`config.mk`:
```
export PLATFORM = sky130hd
export DESIGN_NAME = lrt_ctrl
export DESIGN_NICKNAME = d
export VERILOG_FILES = /design/src/hdl/lrt_pkg.sv /design/src/hdl/lrt_ctrl.sv
export SDC_FILE = /design/constraint.sdc
export NUM_CORES = 1
export LEC_CHECK = 0
export BUFFER_PORTS_ARGS = -buffer_cell sky130_fd_sc_hd__buf_2
export CORE_AREA = 2 2 39 41
export DETAILED_ROUTE_END_ITERATION = 16
export DIE_AREA = 0 0 41 43
export GPL_TIMING_DRIVEN = 1
export SYNTH_ARGS = -nofsm -noshare
export SYNTH_HDL_FRONTEND = slang
export SYNTH_SLANG_ARGS = --single-unit
export TNS_END_PERCENT = 1
```
`constraint.sdc`:
```
create_clock -name clk -period 2.03 [get_ports clk]
set_clock_uncertainty 0.05 [all_clocks]
set_input_delay 0.406 -clock clk [delete_from_list [all_inputs] [get_ports clk]]
set_output_delay 0.406 -clock clk [all_outputs]
set_load 0.05 [all_outputs]
```
`src/hdl/lrt_pkg.sv`:
```
// ----------------------------------------------------------------------------
// lrt_pkg
// Shared types and codes of the longest-prefix-match route table.
// ----------------------------------------------------------------------------
package lrt_pkg;

  localparam logic [2:0] OP_ADD_V4 = 3'd0;
  localparam logic [2:0] OP_ADD_V6 = 3'd1;
  localparam logic [2:0] OP_REMOVE = 3'd2;
  localparam logic [2:0] OP_LOOK_V4 = 3'd3;
  localparam logic [2:0] OP_LOOK_V6 = 3'd4;

  localparam logic [1:0] ST_OK = 2'd0;
  localparam logic [1:0] ST_FULL = 2'd1;
  localparam logic [1:0] ST_BAD_SLOT = 2'd2;
  localparam logic [1:0] ST_NO_MATCH = 2'd3;

  localparam int ENTRY_W = 1 + 128 + 128 + 129 + 32 + 2;  // without iface, rank

  typedef struct packed {
    logic [2:0]  opcode;
    logic [63:0] addr_hi;
    logic [63:0] addr_lo;
    logic [63:0] mask_hi;
    logic [63:0] mask_lo;
    logic        gw_present;
    logic [63:0] gw_hi;
    logic [63:0] gw_lo;
    logic [7:0]  iface_id;
    logic [31:0] route_metric;
    logic [1:0]  route_origin;
    logic [3:0]  slot_in;
  } req_t;

  typedef struct packed {
    logic [1:0]  status;
    logic [3:0]  slot_out;
    logic [63:0] dest_hi;
    logic [63:0] dest_lo;
    logic [63:0] found_mask_hi;
    logic [63:0] found_mask_lo;
    logic        found_gw_present;
    logic [63:0] found_gw_hi;
    logic [63:0] found_gw_lo;
    logic [7:0]  found_iface;
    logic [31:0] found_metric;
    logic [1:0]  found_origin;
  } rsp_t;

  // controller -> datapath
  typedef struct packed {
    logic load_req;    // capture request
    logic scan_clr;    // clear scan state, point at entry 0
    logic scan_step;   // evaluate fetched entry, advance
    logic rank_step;   // rank fix-up for remove, advance
    logic do_add;      // write entry at free slot
    logic do_remove;   // clear valid of target slot
    logic emit;        // load result register
  } cmd_t;

  // datapath -> controller
  typedef struct packed {
    logic [2:0] opcode;
    logic       scan_last;
  } sts_t;

endpackage

```
`src/hdl/lrt_ctrl.sv`:
```
// ----------------------------------------------------------------------------
// lrt_ctrl
// Sequencer: accept, scan/fix-up, winner re-read, result hand-off.
// ----------------------------------------------------------------------------
module lrt_ctrl (
  input  logic          clk,
  input  logic          rst,
  input  logic          in_valid,
  output logic          in_stall,
  output logic          out_valid,
  input  logic          out_stall,
  input  lrt_pkg::sts_t sts,
  output lrt_pkg::cmd_t cmd,
  output logic          reread
);
  import lrt_pkg::*;

  localparam logic [2:0] S_IDLE  = 3'd0;
  localparam logic [2:0] S_DEC   = 3'd1;
  localparam logic [2:0] S_SCAN  = 3'd2;
  localparam logic [2:0] S_FETCH = 3'd3;
  localparam logic [2:0] S_WAIT  = 3'd4;
  localparam logic [2:0] S_EMIT  = 3'd5;

  logic [2:0] state, state_next;
  logic       hold;  // result waiting at output

  logic out_free;
  assign out_free = !hold || !out_stall;
  assign in_stall = (state != S_IDLE);
  assign out_valid = hold;

  always_comb begin
    cmd = '0;
    reread = 1'b0;
    state_next = state;
    unique case (state)
      S_IDLE: if (in_valid) begin
        cmd.load_req = 1'b1;
        state_next = S_DEC;
      end
      S_DEC: begin
        cmd.scan_clr = 1'b1;
        case (sts.opcode)
          OP_REMOVE, OP_LOOK_V4, OP_LOOK_V6: state_next = S_SCAN;
          default: state_next = S_EMIT;
        endcase
      end
      S_SCAN: begin
        if (sts.opcode == OP_REMOVE) cmd.rank_step = 1'b1;
        else cmd.scan_step = 1'b1;
        if (sts.scan_last) state_next = (sts.opcode == OP_REMOVE) ? S_EMIT : S_FETCH;
      end
      S_FETCH: begin
        reread = 1'b1;
        state_next = S_WAIT;
      end
      S_WAIT: state_next = S_EMIT;
      S_EMIT: if (out_free) begin
        cmd.emit = 1'b1;
        cmd.do_add = (sts.opcode == OP_ADD_V4) || (sts.opcode == OP_ADD_V6);
        cmd.do_remove = (sts.opcode == OP_REMOVE);
        state_next = S_IDLE;
      end
      default: state_next = S_IDLE;
    endcase
  end

  always_ff @(posedge clk) begin
    if (rst) begin
      state <= S_IDLE;
      hold <= 1'b0;
    end else begin
      state <= state_next;
      if (cmd.emit) hold <= 1'b1;
      else if (!out_stall) hold <= 1'b0;
    end
  end
endmodule

```
# Word-level counts from Yosys, hierarchy flattened
# Index checks and enable logic that the tools add are counted.
# W data, S select, Z words.
# totals
register_bits,4
input_bits,8
out_inout_bits,10
wordCells,41
# op_classes
eq_ne,13
muxes,17
reduce_logical,9
# op_table
cell,n
$mux W3,7
$pmux W3 S6,1
$eq A3 B2 Y1 const B,4
$eq A3 B3 Y1 const B,3
$mux W1,8
$eq A3 B1 Y1 const B,2
$logic_not A3 Y1,2
$ne A2 B2 Y1 const B,3
$reduce_and A3 Y1,1
$reduce_bool A3 Y1,1
$reduce_or A3 Y1,1
$logic_not A1 Y1,2
$logic_or A1 B1 Y1,2
$mux W2,1
$ne A2 B1 Y1 const B,1

# Longest topological paths before layout
# Gate-level depths: netlist of run 1.
# depth
word_depth,5
ltp_mapped,4
depth_no_buf,3

# Worst setup path before layout of run 1
# Ideal clock, no wire load.
# synth_timing
path_kind,flip-flop to output port
startpoint,register hold (netlist: out_valid)
endpoint,output port cmd[2] in the netlist's numbering
arrival_ps,1787
required_time_ps,1574
slack_ps,-213
stages_incl_launch_ff,4
path_buffers,0
path_cell_list,dfxtp_1 nand2_1 nand3_1 nor3_1
# synth_lines
item,line_no,text
"start, declared",lrt_ctrl.sv:26,logic hold;
"start signal, assigned",lrt_ctrl.sv:72,hold <= 1'b0;
"start signal, assigned",lrt_ctrl.sv:75,if (cmd.emit) hold <= 1'b1;
"start signal, assigned",lrt_ctrl.sv:76,else if (!out_stall) hold <= 1'b0;
"end, declared",lrt_ctrl.sv:13,"output lrt_pkg::cmd_t cmd,"

==> results of run 1 <==
## layout make-up
class                      instances  area (um2)  share of cell area
clock buffer                       3        22.5              0.0510
inverter                           2        7.51              0.0170
multi-input combinational         35         219               0.496
sequential                         4        80.1               0.181
tap                               16        20.0              0.0453
timing repair buffer              18        92.6               0.210
## placed cells by master (no fill, tap or decap), drive strengths merged, types with 2 or more instances in the layout
cell and instances:
or3b 2, nand2 5, dfxtp 4, nor3b 2, nand3 3, nand2b 2, buf 18, o21ai 2
nor2 6, a211o 2, inv 2, clkbuf 3
## power groups by stage
stage | Combinational [mW] | Clock [mW] | Sequential [mW]
final | 0.137 | 0.0941 | 0.0982
after global routing | 0.149 | 0.108 | 0.0998
after CTS | 0.137 | 0.0991 | 0.0978
after detailed placement | 0.136 | 0 | 0.0991
after global placement | 0.136 | 0 | 0.0993
after floorplan | 0.106 | 0 | 0.0950
## worst max-delay path, cell delays in order, from the launching register on
cell and delay [ns]:
dfxtp_1 0.41, nor2b_2 0.21, nand3_1 0.15, nor3_2 0.12, buf_2 0.28
## registers in the layout, summed over array words and instances, names as in the netlist
signal,flops
out_valid,1
state,3
## worst paths after layout
kind	startpoint	endpoint	cells after the start
hold / removal	rst	out_valid	2
setup reg to reg	state[2]	state[2]	3
hold reg to reg	out_valid	out_valid	2
setup / recovery	state[0]	cmd[2]	4
## repair_timing
action                                  in CTS  in global routing
resized for setup                            0                  1
hold buffers                                 0                  0
endpoints found under the setup margin       0                  3
## layer usage
metal | up-vias | global-route usage
li1 | 190 | -
met1 | 147 | 0.158
met2 | 12 | 0.150
met3 | 0 | 0.0471
met4 | 0 | 0.0400
met5 | - | 0
## kinds of logic after synthesis
family | share of synthesized area
AO/OA/AOI/OAI | 0.236
buffers and inverters | 0.0528
flip-flops | 0.260
multiplexers | 0.0325
AND/OR/NAND/NOR | 0.419
## per-stage QoR
step | cells | hold WS, ns | util
2_1_floorplan | 43 | 0.425 | -
3_3_place_gp | 75 | 0.441 | 0.301
3_5_place_dp | 75 | 0.439 | 0.301
4_1_cts | 78 | 0.330 | 0.317
5_1_grt | 78 | 0.344 | 0.319
6_report | 78 | 0.332 | 0.319
==> results, run 1 <==
- By count the netlist is led by 6 x nor2_1, 5 x nand2_1, 4 x dfxtp_1.
- The run finished with clean final reports.
- The initial antenna violation count came to 0.
- The overall die area is 0.00176 mm2.
- The fraction of final layout cells with drive strength greater than 1 is 0.403.
- Before antenna repair, the detailed router went through 2 iterations.
- Synthesis inferred 4 register bits.
- The number of buffers inserted to repair setup after CTS is 0.
- The count of flip-flops with a built-in enable after synthesis is 0.
- The via count normalized by instance count is 4.47.
- The cell at the root of the clock tree is clkbuf_4.
- For the worst setup path, the data arrival time is 1.39 ns.
- The number of buffers created by CTS is 3.
- The total of max-cap violations is 0.
- The HPWL after detailed placement is 624 um.
- The count of filler cells inserted in the layout is 160.
- The tightest min-delay check is of the in2reg type.
- The internal cell power is 197 uW.
- The number of standard-cell rows in the floorplan is 14.
- Summed over all layers, the global routing overflow is 0.
- The number of distinct standard cells referenced by the synthesized netlist is 24.
- The number of nets in the synthesized netlist is 51.
- The critical path in this run is classified as reg2out.
- The deepest clock path buffer count is 2.
- The clock latency of the later-clocked register in the worst-skew pair is 0.23 ns.
- The die width is 41 um.
- Setup total negative slack on the finished layout was measured at 0 ns.
- The global-route wire length before repair is 1.37 mm.
- For this block, the via count after detailed routing is 349.
- The met2 routed wirelength is 339 um.
- The share of total power in the clock network is 0.286.
- The biggest area consumer among synthesized cells is dfxtp_1.
- The clock net in this run drives a total of 4 sinks.
- The TritonCTS clock tree is done.
- After detailed routing, the number of remaining DRC violations is 0.
- Across every metal layer, demand over resource in global routing totals 0.112.
- The largest fanout on the critical path is 7.
- Before CTS, the worst setup slack after placement is 0.205 ns.
- The routed wire length per instance is 9.96 um.
- The required time at the endpoint of the critical path is 1.57 ns.
- The final max-slew violation count is 0.
- The commonest register cell after synthesis is dfxtp_1.
- The share of the synthesized area in the top cell type is 0.260.
- The final routed wirelength across all metal layers is 777 um.
- The number of diodes is 0.
- After layout, the minimum clock period comes to 1.85 ns.
- The number of global-route vias before repair is 328.
- IR analysis of the VDD net gives a maximum drop of 0.000156 V.
- Setup violations remaining at the end of the flow were counted as 0.
- The part of the total power dissipated in combinational logic is 0.417.
- After synthesis, the share of flip-flops with an asynchronous set or reset is 0.
- The post-route cell area is 442 um2.
- The transition at the pin with the smallest max-transition slack is 0.303 ns.
- The worst reg-to-reg setup slack is 0.81 ns.
- After the last flow step, the layout net total stands at 72.
- The number of H-tree branching levels is 1.
- Entering global routing, the biggest net connects 11 pins.
- The standby leakage power is 0.213 nW.
- The highest routed metal layer is met3.
- Clock-pin slew was measured on the worst setup and hold paths at 0.04 ns.
- In the finished design, the share of the clock period the worst path needs comes to 0.912.
- Each instance of the synthesized netlist takes up on average 7.16 um2.
- The share of total power dissipated in sequential elements is 0.298.
- The initial DRC count is 3.
- The critical path capture point type is an output pin.
- Across all setup checks in the final design, the least slack found is 0.179 ns.
- The count of antenna-violating nets left after detailed routing is 0.
- The count of port buffers added during placement is 17.
- The critical path launch point type is a flip-flop.
- The switching power is 133 uW.
- For this configuration, the core starts out at a cell density of 0.222.
- The completed layout was analyzed and its total power is 330 uW.
- The dominant cell by count in the synthesized netlist is nor2_1.
- The detailed router put a total of 391 um of wire on met1.
- At the end of routability-driven placement, the weighted congestion stood at 0.814.
- Sorting the synthesized cells by area gives the leading types as dfxtp_1 26%, nor2_1 7.3%, nand2_1 6.1%.
- The placed instances occupy a cell area of 417 um2.
- Setup repair after global routing left no endpoint under its margin.
- Based on the critical path, the design can be clocked at up to 540 MHz.
- The area of the mapped netlist is 308 um2.
- The number of placed I/O pins is 18.
- In this run the standard cell core region covers 0.00138 mm2.
- The worst pin sits at a relative slew slack of 0.798.
- The area added between synthesis and finish is 43.5%.
- The synthesized instance count is 43.
- The power density normalized to cell area is 746 mW/mm2.
- Summed over all nets, wire length on met3 after detailed routing comes to 46 um.
- The number of hold violations in the final report is 0.
- The vertical die dimension is 43 um.
- The share of total power consumed by net switching is 0.403.
- The number of warnings printed during yosys synthesis is 0.
- The sequential share of the synthesized area is 0.260.
No activity file was read; power rests on OpenSTA's default activity.
==> run 2: changes to the inputs <==
--- a/config.mk
+++ b/config.mk
@@ -5,6 +5,7 @@
 export SDC_FILE = /design/constraint.sdc
 export NUM_CORES = 1
 export LEC_CHECK = 0
+export ABC_AREA = 1
 export BUFFER_PORTS_ARGS = -buffer_cell sky130_fd_sc_hd__buf_2
 export CORE_AREA = 2 2 39 41
 export DETAILED_ROUTE_END_ITERATION = 16
==> run 2 against run 1 <==
Compared with the run above: sequential share of layout area is 0.60 points lower; maximum frequency grew 1.8%; global-route usage is 1.5 points lower; non-clock buffer count decreased by 1; register-to-register slack about the same; synthesized area up 3.7%; clock power decreased by 0.5%; highest routed layer unchanged; critical path depth grew 3; design area is 3.4% higher; critical endpoint unchanged; hold slack better by 0.0038 ns; routed wire length down 10%.
==> results, run 2 <==
- The critical path capture point type is an output pin (unchanged).
- The buffer and inverter count on the worst path is 3 (was 1).
- The maximum vdd ir drop came to 0.000250 V (was 0.000156 V).
- The biggest area consumer among synthesized cells is dfxtp_1 (unchanged).
- The number of detailed-route iterations in the first pass is 5 (was 2).
- Run status: finished clean (unchanged).
- The core footprint is 0.00138 mm2 (unchanged).
- The TritonCTS clock tree is done (unchanged).
- Among the stages of the critical path, the cell type that occurs most often is inv_2.
- The dominant cell by count in the synthesized netlist is nand2_1 (was nor2_1).
- The sequential power share is 0.272 (was 0.298).
- The number of warnings printed during yosys synthesis is 0 (unchanged).
- The top register by number of flip-flops is state (unchanged).
- The largest stage delay on the critical path was 0.39 ns (was 0.41 ns).
- The power density normalized to cell area is 807 mW/mm2 (was 746 mW/mm2).
- The final routed wirelength across all metal layers is 698 um (was 777 um).
- The number of hold violations in the final report came to 0 (unchanged).
- The number of placed I/O pins came to 18 (unchanged).
- The clock slew at the register clock pins of the worst setup and hold paths is 0.03 ns (was 0.04 ns).
- The switching power was 168 uW (was 133 uW).
- The number of flip-flops in the largest register is 3 (unchanged).
- The number of standard-cell rows in the floorplan is 14 (unchanged).
- The die width came to 41 um (unchanged).
- The count of port buffers added during placement is 17 (unchanged).
- The mean instance size in the synthesized netlist is 5.41 um2 (was 7.16 um2).
- The final worst-path setup slack came to 0.211 ns (was 0.179 ns).
- The count of flip-flops with a built-in enable after synthesis was 0 (unchanged).
- The number of buffers inserted to repair setup after CTS is 0 (unchanged).
- The count of antenna-violating nets left after detailed routing is 0 (unchanged).
- The count of cells along the worst hold path is 2 (unchanged).
- RSZ-0062 raised after global routing: no (unchanged).
- The most common library cell in the layout ignoring fill and taps is buf_2 (unchanged).
- The overall track demand over capacity in global routing was 0.0975 (was 0.112).
- The cell with the largest stage delay on the worst path was dfxtp_1 (unchanged).
- The kind of critical path is reg2out (unchanged).
- The starting utilization of the core area is 0.231 (was 0.222).
- The number of buffers created by CTS is 3 (unchanged).
- The largest delay contributor family on the critical path is flip-flops (was simple AND/OR/NAND/NOR gates).
- The arrival time reported for the critical path endpoint came to 1.36 ns (was 1.39 ns).
- The transition at the pin with the smallest max-transition slack is 0.248 ns (was 0.303 ns).
- The cell depth of the worst setup path came to 7 (was 4).
- The final critical path time including I/O delays and setup was 1.82 ns (was 1.85 ns).
- The synthesized instance count is 59 (was 43).
- The area added between synthesis and finish is 43.1% (was 43.5%).
- The final max-slew violation count came to 0 (unchanged).
- The number of global-route vias before repair is 330 (was 328).
- The headroom to the max-slew limit is 0.836 (was 0.798).
- The total congestion overflow is 0 (unchanged).
- The routability congestion estimate from global placement was 0.726 (was 0.814).
- The path depth of the worst reg2reg path is 7 (was 3).
- The overall die area came to 0.00176 mm2 (unchanged).
- The HPWL reported at the end of detailed placement is 629 um (was 624 um).
- The number of H-tree branching levels is 1 (unchanged).
- The share of async-settable or async-resettable flops after synthesis is 0 (unchanged).
- The maximum number of pins on one net before global-route repair is 7 (was 11).
- The number of failing setup endpoints in the final timing report is 0 (unchanged).
- The upper clock frequency limit was 550 MHz (was 540 MHz).
- The total nets after synthesis is 67 (was 51).
- The clock sink total is 4 (unchanged).
- The area of the mapped netlist is 319 um2 (was 308 um2).
- The final-layout setup total negative slack was 0 ns (unchanged).
- The standby leakage power came to 0.275 nW (was 0.213 nW).
- The period utilization came to 0.896 (was 0.912).
- The cell at the root of the clock tree is clkbuf_4 (unchanged).
- Most common library cells after synthesis: 14 x nand2_1, 11 x nor2_1, 9 x inv_1 (was 6 x nor2_1, 5 x nand2_1, 4 x dfxtp_1).
- The critical path launch point type is a flip-flop (unchanged).
- The total of max-cap violations is 0 (unchanged).
- The sequential share of the synthesized area is 0.251 (was 0.260).
- Top area cells in the synthesized netlist: dfxtp_1 25%, nand2_1 16%, nor2_1 13% (was dfxtp_1 26%, nor2_1 7.3%, nand2_1 6.1%).
- The routed wire length per instance came to 7.35 um (was 9.96 um).
- The number of distinct standard cells referenced by the synthesized netlist came to 13 (was 24).
- The share of the synthesized area in the top cell type is 0.251 (was 0.260).
- The internal cell power is 201 uW (was 197 uW).
- The residual DRC count is 0 (unchanged).
- The required time at the endpoint of the critical path is 1.57 ns (about the same).
- The share of total power in the clock network is 0.254 (was 0.286).
- The worst setup slack after placement is 0.380 ns (was 0.205 ns).
- The commonest register cell after synthesis was dfxtp_1 (unchanged).
- The initial DRC count was 5 (was 3).
- The global-route wire length before repair is 1.14 mm (was 1.37 mm).
- Top library cells by usage in the layout, fill and taps aside: 17 x buf_2, 14 x nand2_1, 9 x inv_1, 9 x nor2_1, 5 x nand3_1 (was 17 x buf_2, 6 x nor2_1, 5 x nand2_1).
- The part of the total power dissipated in combinational logic is 0.474 (was 0.417).
- The class of the tightest hold or removal check is in2reg (unchanged).
- The overall via count from detail_route was 396 (was 349).
- The vertical die dimension was 43 um (unchanged).
- The share of total power consumed by net switching is 0.455 (was 0.403).
- Cell-by-cell listing of the critical path: nand2_1, nor2_1, inv_2, nor2_4, inv_2, nor2_2, buf_2 (was nor2b_2, nand3_1, nor3_2, buf_2).
- The via count normalized by instance count was 4.17 (was 4.47).
- The clock latency of the later-clocked register in the worst-skew pair was 0.23 ns (about the same).
- The initial antenna violation count was 0 (unchanged).
- The quantity of gates resized following cts is 0 (unchanged).
- The number of diodes is 0 (unchanged).
- The fraction of final layout cells with drive strength greater than 1 was 0.392 (was 0.403).
- The number of hold buffers added after cts is 0 (unchanged).
- The largest fanout on the critical path is 6 (was 7).
- The number of nets in the layout is 89 (was 72).
- The deepest clock path buffer count is 2 (unchanged).
- The register bit total from synthesis is 4 (unchanged).
run 2: cell types whose count changed after synthesis, sizes merged, moves of 3 or more:
cell   delta
inv      +11
nand2     +9
nand3     +3
nor2      +8
a21oi     +3
run 2: worst reg2reg max path: stages, from the launching register on:
cell and delay [ns]:
dfxtp_1 0.39, inv_1 0.08, nor2_1 0.09, nand3_1 0.13, nand2_1 0.12, nor2_2 0.05
a21oi_1 0.16, nor2_1 0.05
run 2: through the flow:
stage	instance area [um2]	hold WS [ns]	cells	util	total power, mW
detailed placement	434	0.428	92	0.314	0.278
CTS	457	0.327	95	0.330	0.378
floorplan	329	0.418	59	-	0.239
global route	457	0.347	95	0.330	0.400
global placement	434	0.415	92	0.314	0.277
finish	457	0.336	95	0.330	0.369
run 2: worst paths after layout:
check                           slack (ns)   endpoint      start
worst max-delay path                  0.21     cmd[2]   state[0]
worst max register to register        0.81   state[1]   state[0]
worst min register to register        0.43  out_valid  out_valid
worst min-delay path                  0.34   state[0]        rst
run 2: logic make-up after synthesis:
logic type | after synthesis | synth area share
and+or+nand+nor | 34 | 0.463
buffers and inverters | 14 | 0.165
AOI/OAI and AO/OA | 7 | 0.122
DFF | 4 | 0.251
run 2: power by group through the flow:
stage | Sequential, mW | Combinational (mW) | Clock, mW
floorplan | 0.101 | 0.137 | 0
global placement | 0.102 | 0.175 | 0
detailed placement | 0.101 | 0.176 | 0
CTS | 0.100 | 0.177 | 0.101
global route | 0.103 | 0.196 | 0.101
finish | 0.100 | 0.175 | 0.0936
run 2: per-layer routing:
layer	up-vias	GRT usage	share of wire
met5	-	0	0
met4	0	0.0800	0
met3	0	0.0157	0.064
met2	12	0.169	0.54
met1	165	0.0903	0.40
li1	219	-	-
run 2: area by class of cell:
type,instances,area [um2]
flip-flops and latches,4,80.1
clock buffers,3,22.5
inverters,14,52.6
well taps,16,20.0
fillers,169,927
repair buffers,17,85.1
multi-input cells,41,196
==> run 3: changes to the inputs <==
--- a/config.mk
+++ b/config.mk
@@ -11,7 +11,8 @@
 export DETAILED_ROUTE_END_ITERATION = 16
 export DIE_AREA = 0 0 41 43
 export GPL_TIMING_DRIVEN = 1
+export SLEW_MARGIN = 5
 export SYNTH_ARGS = -nofsm -noshare
 export SYNTH_HDL_FRONTEND = slang
 export SYNTH_SLANG_ARGS = --single-unit
-export TNS_END_PERCENT = 1
+export TNS_END_PERCENT = 5
==> constraint.sdc (replaced) <==
create_clock -name clk -period 2.03 [get_ports clk]
set_clock_uncertainty 0.05 [all_clocks]
set_input_delay 0.609 -clock clk [delete_from_list [all_inputs] [get_ports clk]]
set_output_delay 0.609 -clock clk [all_outputs]
set_load 0.05 [all_outputs]
==> run 3 against run 2 <==
Compared with the run above: largest cell class unchanged; power rose by 5.3%; global-route usage fell by 0.12 points; critical endpoint is now cmd[1]; non-clock buffer count rose by 4; via count rose by 3.3%; routed wire length rose by 9.3%.
==> results, run 3 (synthesized netlist as in run 2, its figures left out) <==
- The final max-slew violation count is 0 (unchanged).
- The residual DRC count is 0 (unchanged).
- The number of buffers created by CTS is 3 (unchanged).
- The die width came to 41 um (unchanged).
- The number of placed I/O pins is 18 (unchanged).
- The starting utilization of the core area is 0.231 (unchanged).
- The number of global-route vias before repair is 347 (was 330).
- The power density normalized to cell area came to 732 mW/mm2 (was 807 mW/mm2).
- The arrival time reported for the critical path endpoint is 1.31 ns (was 1.36 ns).
- The cell at the root of the clock tree is clkbuf_4 (unchanged).
- The overall track demand over capacity in global routing is 0.0963 (was 0.0975).
- The initial DRC count was 8 (was 5).
- The fraction of final layout cells with drive strength greater than 1 is 0.482 (was 0.392).
- The vertical die dimension is 43 um (unchanged).
- The standby leakage power is 0.298 nW (was 0.275 nW).
- The number of nets in the layout is 93 (was 89).
- The number of flip-flops in the largest register is 3 (unchanged).
- The deepest clock path buffer count is 2 (unchanged).
- The routability congestion estimate from global placement was 0.787 (was 0.726).
- The count of cells along the worst hold path is 2 (unchanged).
- The global-route wire length before repair is 1.17 mm (was 1.14 mm).
- The final cell count without fillers came to 99 (was 95).
- The period utilization is 0.970 (was 0.896).
- The clock slew at the register clock pins of the worst setup and hold paths was 0.04 ns (was 0.03 ns).
- The headroom to the max-slew limit was 0.839 (was 0.836).
- The largest fanout on the critical path is 2 (was 6).
- The worst hold path endpoint was out_valid (was state[0]).
- The clock latency of the later-clocked register in the worst-skew pair came to 0.23 ns (about the same).
- The count of port buffers added during placement is 17 (unchanged).
- The required time at the endpoint of the critical path is 1.37 ns (was 1.57 ns).
- The via count normalized by instance count is 4.13 (was 4.17).
- The HPWL reported at the end of detailed placement is 669 um (was 629 um).
- The number of hold violations in the final report is 0 (unchanged).
- The routed wire length per instance is 7.71 um (was 7.35 um).
- The overall die area is 0.00176 mm2 (unchanged).
- The count of antenna-violating nets left after detailed routing is 0 (unchanged).
- Top library cells by usage in the layout, fill and taps aside: 13 x nand2_1, 13 x buf_2, 8 x inv_1 (was 17 x buf_2, 14 x nand2_1, 9 x inv_1, 9 x nor2_1, 5 x nand3_1).
- The maximum number of pins on one net before global-route repair came to 7 (unchanged).
- The capture instance of the worst register-to-register path is state[1] (unchanged).
- The maximum vdd ir drop is 0.000284 V (was 0.000250 V).
- The area added between synthesis and finish is 66.3% (was 43.1%).
- The final critical path time including I/O delays and setup was 1.97 ns (was 1.82 ns).
- The final routed wirelength across all metal layers is 763 um (was 698 um).
- The overall via count from detail_route came to 409 (was 396).
- Run status: finished clean (unchanged).
- The met1 routed wirelength after detailed routing came to 339 um (was 276 um).
- The transition at the pin with the smallest max-transition slack is 0.240 ns (was 0.248 ns).
- The path depth of the worst reg2reg path is 7 (unchanged).
- The core footprint is 0.00138 mm2 (unchanged).
- The total congestion overflow was 0 (unchanged).
- The number of standard-cell rows in the floorplan is 14 (unchanged).
- The total of max-cap violations is 0 (unchanged).
- The critical path launch point type is a primary input (was flip-flop).
- The TritonCTS clock tree is done (unchanged).
- The cell count after placement is 96 (was 92).
- The highest routed metal layer is met3 (unchanged).
- The clock sink total came to 4 (unchanged).
- The launch point of the worst reg-to-reg path was state[1] (was state[0]).
- The critical path capture point type is an output pin (unchanged).
- The number of failing setup endpoints in the final timing report is 0 (unchanged).
- The kind of critical path is in2out (was reg2out).
- The number of detailed-route iterations in the first pass is 4 (was 5).
- The class of the tightest hold or removal check is reg2reg (was in2reg).
- The number of hold buffers added after cts is 0 (unchanged).
- The upper clock frequency limit was 508 MHz (was 550 MHz).
- The post-detailed-placement cell area is 477 um2 (was 434 um2).
- The detailed route wirelength on metal3 is 46 um (was 45 um).
- The count of filler cells inserted in the layout was 157 (was 169).
- The top register by number of flip-flops is state (unchanged).
- The met2 routed wirelength is 376 um (unchanged).
- The startpoint of the tightest hold check path is out_valid (was rst).
- The number of diodes is 0 (unchanged).
- The worst reg-to-reg setup slack is 0.86 ns (was 0.81 ns).
- The initial antenna violation count is 0 (unchanged).
- The post-route cell area is 531 um2 (was 457 um2).
- The number of H-tree branching levels is 1 (unchanged).
[run 3: cell count changes in the layout (fill, tap and decap cells not counted), sizes merged]
| cell | change |
|---|---|
| buf | +4 |
[run 3: worst max path at each step]
stage,from,to,cells after the start
after floorplan,out_stall,cmd[1],5
after global placement,sts[3],cmd[1],7
after detailed placement,sts[3],cmd[1],7
after CTS,sts[3],cmd[4],8
after global routing,sts[3],cmd[3],7
final,sts[3],cmd[1],7
[run 3: power breakdown]
part / internal (mW) / switching (mW)
clock: 0.0658 / 0.0280
sequential: 0.0892 / 0.00805
combinational: 0.0585 / 0.139
[run 3: area by class of cell]
class	count	area (um2)	area share
multi-input combinational	41	214	0.403
timing repair buffer	21	140	0.264
sequential	4	81.3	0.153
inverter	14	52.6	0.0991
clock buffer	3	22.5	0.0425
tap	16	20.0	0.0377
[run 3: through the flow]
stage	power (mW)	hold WS [ns]	setup WS [ns]	util	setup TNS, ns
after global routing	0.422	0.476	-0.00772	0.383	-0.00817
final	0.388	0.424	0.0618	0.383	0
after detailed placement	0.292	0.422	-0.0417	0.344	-0.0518
after CTS	0.392	0.427	0.00278	0.366	0
after global placement	0.291	0.417	0.00242	0.344	0
after floorplan	0.242	0.516	-0.0789	-	-0.158
[run 3: metal layers]
layer / vias up / global-route usage
met4: 0 / 0.0600
met1: 168 / 0.0994
li1: 230 / -
met3: 0 / 0.0157
met5: - / 0
met2: 11 / 0.166
[run 3: worst max-delay path: stages]
cell and delay, ns:
buf_2 0.11, inv_2 0.05, nand2_1 0.07, nor2_2 0.15
inv_2 0.07, nor2_4 0.10, buf_6 0.16
[run 3: repair_timing]
action,4_1_cts,5_1_grt
endpoints found under the setup margin,3,5
hold endpoints to repair,0,0
buffers inserted,0,0
resized for setup,3,10
pin swaps,0,1
